--- config.mk ---
export PLATFORM = sky130hd
export DESIGN_NAME = cvl_div_lane
export DESIGN_NICKNAME = d
export VERILOG_FILES = /design/src/hdl/cvl_pkg.sv /design/src/hdl/cvl_div_lane.sv
export SDC_FILE = /design/constraint.sdc
export NUM_CORES = 2
export LEC_CHECK = 0
export ABC_CLOCK_PERIOD_IN_PS = 3830
export BUFFER_PORTS_ARGS = -buffer_cell sky130_fd_sc_hd__buf_2
export CORE_UTILIZATION = 31
export CTS_CLUSTER_DIAMETER = 80
export DETAILED_ROUTE_END_ITERATION = 6
export HOLD_SLACK_MARGIN = 0.1
export PLACE_DENSITY_LB_ADDON = 0.2
export SYNTH_ARGS = -nofsm -noshare
export SYNTH_HDL_FRONTEND = slang
export SYNTH_SLANG_ARGS = --single-unit
export TNS_END_PERCENT = 30
--- constraint.sdc ---
create_clock -name clk_i -period 3.83 [get_ports clk_i]
set_input_delay 0.9575 -clock clk_i [delete_from_list [all_inputs] [get_ports clk_i]]
set_output_delay 0.9575 -clock clk_i [all_outputs]
set_load 0.01 [all_outputs]
--- src/hdl/cvl_pkg.sv ---
// Shared widths, constants and sideband type for the cable vector unit.
// No dependencies; every other file imports this package.
package cvl_pkg;

  localparam int unsigned CoordW = 31;  // input coordinate width
  localparam int unsigned DiffW  = 32;  // signed difference width
  localparam int unsigned MagW   = 31;  // magnitude of a difference
  localparam int unsigned SqW    = 62;  // square of a magnitude
  localparam int unsigned SumW   = 64;  // sum of three squares
  localparam int unsigned LenW   = 32;  // root width
  localparam int unsigned RemW   = 34;  // root remainder width
  localparam int unsigned DirFrac = 16;
  localparam int unsigned QuoW   = DirFrac + 1;       // quotient never exceeds one
  localparam int unsigned NumW   = MagW + DirFrac + 2;  // rounded dividend width
  localparam int unsigned DirW   = 18;
  localparam logic [QuoW-1:0] DirOne = QuoW'(1) << DirFrac;

  // Per item data that rides along the root and divide pipelines
  typedef struct packed {
    logic [MagW-1:0] mag_x;
    logic [MagW-1:0] mag_y;
    logic [MagW-1:0] mag_z;
    logic [2:0]      neg;
    logic            zero;
  } cvl_side_t;

endpackage

--- src/hdl/cvl_div_lane.sv ---
// One lane of the pipelined restoring divider, one quotient bit per stage.
// Depends on cvl_pkg for widths.
module cvl_div_lane import cvl_pkg::*; (
  input  logic            clk_i,
  input  logic            en_i,
  input  logic [NumW-1:0] num_i,
  input  logic [LenW-1:0] den_i,
  output logic [QuoW-1:0] quo_o
);

  logic [LenW-1:0] rem_q [QuoW+1];
  logic [QuoW-1:0] low_q [QuoW+1];
  logic [LenW-1:0] den_q [QuoW+1];
  logic [QuoW-1:0] quo_q [QuoW+1];

  // Load: the top dividend bits start below the divisor
  always_ff @(posedge clk_i) begin
    if (en_i) begin
      rem_q[0] <= num_i[NumW-1:QuoW];
      low_q[0] <= num_i[QuoW-1:0];
      den_q[0] <= den_i;
      quo_q[0] <= '0;
    end
  end

  // Advance one quotient bit per stage
  for (genvar j = 0; j < QuoW; j++) begin : g_stage
    logic [LenW:0] shifted;
    logic          ge;
    assign shifted = {rem_q[j], low_q[j][QuoW-1]};
    assign ge      = shifted >= {1'b0, den_q[j]};
    always_ff @(posedge clk_i) begin
      if (en_i) begin
        rem_q[j+1] <= ge ? LenW'(shifted - {1'b0, den_q[j]}) : shifted[LenW-1:0];
        low_q[j+1] <= {low_q[j][QuoW-2:0], 1'b0};
        den_q[j+1] <= den_q[j];
        quo_q[j+1] <= {quo_q[j][QuoW-2:0], ge};
      end
    end
  end

  assign quo_o = quo_q[QuoW];

endmodule

* After elaboration in Yosys (flattened, before gate mapping)
Memories as Yosys holds them, arrays and structs flattened. Cells that the tools add are included. Widths: inputs -> output; s select.
Operators by class: add/sub/neg operators 17, magnitude comparators 17, mux-type cells 19
Operator list (number):
- $ge 33x32->1 | 17
- $mux 32 | 17
- $sub 32x32->32 | 17
- $mux 1 | 2
Storage, ports and cells: register bits after elaboration 0, bits in writable memories 1764, input port bits 83, output and inout bits 17, logic and storage cells 57, memories kept 4
Memory list:
- den_q | depth 18, width 32, rd ports 17, clocked after memory_dff 0, write ports 18, line cvl_div_lane.sv:13 | logic [LenW-1:0] den_q [QuoW+1];
- rem_q | depth 18, width 32, rd ports 17, clocked after memory_dff 0, write ports 18, line cvl_div_lane.sv:11 | logic [LenW-1:0] rem_q [QuoW+1];
- low_q | depth 18, width 17, rd ports 17, clocked after memory_dff 0, write ports 18, line cvl_div_lane.sv:12 | logic [QuoW-1:0] low_q [QuoW+1];
- quo_q | depth 18, width 17, rd ports 18, clocked after memory_dff 0, write ports 18, line cvl_div_lane.sv:14 | logic [QuoW-1:0] quo_q [QuoW+1];

* Depth between registers and ports, before layout
depth after elaboration 2, depth in mapped cells 15, depth with buffers taken out 13

* Worst setup path before layout
OpenSTA, ideal clock, no wires.
path type reg-to-reg, start point memory den_q[15][1], end point memory rem_q[16][25] (data pin), library setup time 0.260 ns, arrival 3.255 ns, required time 3.570 ns, path slack 0.315 ns, stages on the path, launching flop included 14, cells stage by stage edfxtp_1 > inv_1 > ha_1 > nor2b_1 > o31ai_2 > a31oi_1 > a221o_1 > a2111oi_2 > nor2_1 > nor2b_1 > a211o_1 > a31oi_4 > buf_6 > mux2_2
RTL lines (line):
- from (decl) | cvl_div_lane.sv:13
- to (decl) | cvl_div_lane.sv:11

==> flow_summary.json <==
{
  "status": "completed",
  "finalMaxSlewViolations": 0,
  "final_hold_slack_ps": 323,
  "final-setup-viol-count": 0,
  "max_ir_drop_vdd_mv": 0.433,
  "ff2ff_path_depth": 12,
  "path_clk_slew_ps": 60,
  "post_dp_area_sq_um": 83400,
  "first_global_vias": 53700,
  "post_synthesis_net_count": 7296,
  "cts_buffers": 168,
  "power_density_over_the_cells_nw_per_um2": 835,
  "globalplace.congestion": 0.953,
  "n_fill_cell": 23700,
  "critPathLaunchType": "flop",
  "cp_data_required_time_ps": 4370,
  "report.final.hold_viol_count": 0,
  "cp_data_arrival_time_ps": 4310,
  "setup.worst_path.end_class": "flop",
  "clockBufferDepth": 3,
  "clockRootBuffer": "sky130_fd_sc_hd__clkbuf_16",
  "std_cell_rows": 181,
  "synth_top_cell_area_share_pct": 54.9,
  "crit_type": "flop to flop",
  "placed_cells_incl_taps": 10100,
  "total_track_usage_pct": 14.7,
  "synth_cell_types": 93,
  "hold_path_depth": 1,
  "dp.final_hpwl_mm": 145,
  "worst_skew_pair_later_pin_latency_ps": 810,
  "routed-via-count": 50900,
  "cts.htree.levels": 4,
  "syn-mean-instance-area_sq_um": 11.5,
  "finalSetupTns_ps": 0,
  "final_layout_size_suffix_gt1_share_pct": 13.0,
  "final_design_area_no_fill_sq_um": 89100,
  "skew_ps": 31.8,
  "synth_top_cells_by_area": "sky130_fd_sc_hd__edfxtp_1, sky130_fd_sc_hd__ha_1, sky130_fd_sc_hd__a21oi_1",
  "detail_route.wirelength_mm": 186,
  "period_share_pct": 98.3,
  "finalPower_mw": 74.4,
  "port_buffers": 99,
  "detail_route.iter0.violations": 2317,
  "start_util_pct": 31.3,
  "grt_max_degree": 110,
  "number_of_design_rule_violations_left_after_detail_routing": 0,
  "most_numerous_cell_types_in_the_synthesized_netlist": "sky130_fd_sc_hd__edfxtp_1, sky130_fd_sc_hd__inv_1, sky130_fd_sc_hd__ha_1, sky130_fd_sc_hd__nand2_1, sky130_fd_sc_hd__a21oi_1",
  "die_w_microns": 498,
  "leakage_nw": 36.2,
  "initial_antenna_violation_count": 3,
  "tightestPinTransition_ps": 749,
  "yosysWarnings": 0,
  "cts.hold.buffers_added": 0,
  "post_drt_via_cell_ratio": 4.86,
  "max_cap_violations": 0,
  "worst_slack_ps": 65.3,
  "drt_pre_antenna_iters": 5,
  "syn_inst": 6653,
  "final_antenna_net_count": 0,
  "ys_dominant_reg_cell": "sky130_fd_sc_hd__edfxtp_1",
  "synth-edff-count": 1394,
  "route.detailed.wl_per_inst_microns": 17.7,
  "core_sq_um": 244000,
  "holdCritPathClass": "input port to flop",
  "design.portCount": 100,
  "async_flop_share_pct": 0,
  "postLayoutCoreUtil_pct": 36.5,
  "layoutNonFillerInstCount": 10500,
  "mappedNetlistArea_sq_um": 76200,
  "grt-ovfl-total": 0,
  "finish.net_count": 7767,
  "ys_ff_latch": 1394,
  "clkSinkCount": 1394,
  "achievable-frequency_mhz": 266,
  "clock_tree_from_tritoncts": "yes",
  "layout-area-overhead-vs-synth_pct": 16.8,
  "yosysSeqAreaShare_pct": 54.9,
  "floorplan.die_area_sq_um": 248000,
  "synth_top_cell_by_area": "sky130_fd_sc_hd__edfxtp_1",
  "yosysMostFrequentCell": "sky130_fd_sc_hd__edfxtp_1",
  "post-place-ws_ps": -87.3,
  "post_layout_min_period_ps": 3760,
  "timing.critical_path.fanout_max": 17,
  "grt_pass1_wl_mm": 286,
  "timing.max_slew.rel_slack_pct": 49.6,
  "chipHeight_microns": 498
}
-- registers in the layout, indices dropped and copies added, names as in the netlist --
register  flops
quo_q       153
den_q       544
rem_q       544
low_q       153
-- routing by layer --
layer	routed length (microns)	global-route usage (%)	share of wire [%]
met1	63900	13.1	34
met4	12400	9.08	6.7
met3	4840	2.13	2.6
met2	104000	30.1	56
met5	0	0	0
-- kinds of logic after synthesis --
group / after synthesis / share of synthesized area (%)
mux: 189 / 2.90
buf+inv: 863 / 4.38
fa+ha+maj: 560 / 9.35
xor+xnor: 427 / 4.91
simple gates: 1413 / 8.74
compound gates: 1807 / 14.8
flops: 1394 / 54.9
-- layout by cell type (no fill, tap or decap), types with 31 or more instances in the layout --
cell	count
sky130_fd_sc_hd__clkinv_2	31
sky130_fd_sc_hd__clkbuf_1	31
sky130_fd_sc_hd__a31oi_1	63
sky130_fd_sc_hd__mux2_2	120
sky130_fd_sc_hd__ha_1	535
sky130_fd_sc_hd__buf_2	98
sky130_fd_sc_hd__buf_12	37
sky130_fd_sc_hd__xnor2_1	254
sky130_fd_sc_hd__a211oi_1	49
sky130_fd_sc_hd__clkinv_1	45
sky130_fd_sc_hd__nand4_1	88
sky130_fd_sc_hd__nor3_1	75
sky130_fd_sc_hd__o21a_1	69
sky130_fd_sc_hd__a21oi_1	511
sky130_fd_sc_hd__o21ai_0	485
sky130_fd_sc_hd__a21o_1	271
sky130_fd_sc_hd__nand2b_1	64
sky130_fd_sc_hd__nor2b_1	73
sky130_fd_sc_hd__and3_1	45
sky130_fd_sc_hd__nor2_1	303
sky130_fd_sc_hd__nand2_1	523
sky130_fd_sc_hd__nand3_1	107
sky130_fd_sc_hd__inv_1	682
sky130_fd_sc_hd__edfxtp_1	1394
sky130_fd_sc_hd__clkbuf_16	172
sky130_fd_sc_hd__o31ai_1	42
sky130_fd_sc_hd__xor2_1	173
sky130_fd_sc_hd__o21bai_1	73
sky130_fd_sc_hd__buf_4	343
-- report_power, final --
part / switching (mW) / leakage (nW) / total, mW / internal, mW
clock: 6.39 / 2.63 / 15.5 / 9.09
combinational: 19.1 / 19.9 / 34.6 / 15.5
sequential: 2.06 / 13.6 / 24.4 / 22.3
total: 27.6 / 36.2 / 74.4 / 46.9
-- layout make-up --
type	instances	area, sq um	share of cell area [%]
sequential	1394	41900	47.0
multi-input combinational	4396	31400	35.2
clock buffer	201	4370	4.91
tap	3202	4010	4.50
timing repair buffer	481	3870	4.34
inverter	683	2570	2.89
clock inverter	108	1000	1.12
antenna	10	25.0	0.0281
-- worst max-delay path, cell delays in order, from the launching register on --
cell,delay (ps)
sky130_fd_sc_hd__edfxtp_1,440
sky130_fd_sc_hd__ha_4,320
sky130_fd_sc_hd__nand3_1,110
sky130_fd_sc_hd__or2_0,240
sky130_fd_sc_hd__o21bai_2,250
sky130_fd_sc_hd__a211o_1,360
sky130_fd_sc_hd__a311o_1,450
sky130_fd_sc_hd__o211ai_4,280
sky130_fd_sc_hd__a31oi_4,140
sky130_fd_sc_hd__o211a_1,320
sky130_fd_sc_hd__buf_12,180
sky130_fd_sc_hd__inv_1,80
sky130_fd_sc_hd__mux2_2,330
-- what timing repair did --
action / CTS / global route
resized for setup: 2 / 39
gates cloned: 0 / 2
pin swaps: 1 / 13
setup endpoints to repair: 22 / 184
buffers inserted: 0 / 6
-- final timing paths --
path | from | to | slack, ps
min reg2reg | quo_q[5][1] | quo_q[6][2] | 400
min | den_i[11] | den_q[0][11] | 320
max reg2reg | rem_q[4][6] | rem_q[5][11] | 70
max | rem_q[4][6] | rem_q[5][11] | 70
(Power assumes the default switching activity.)
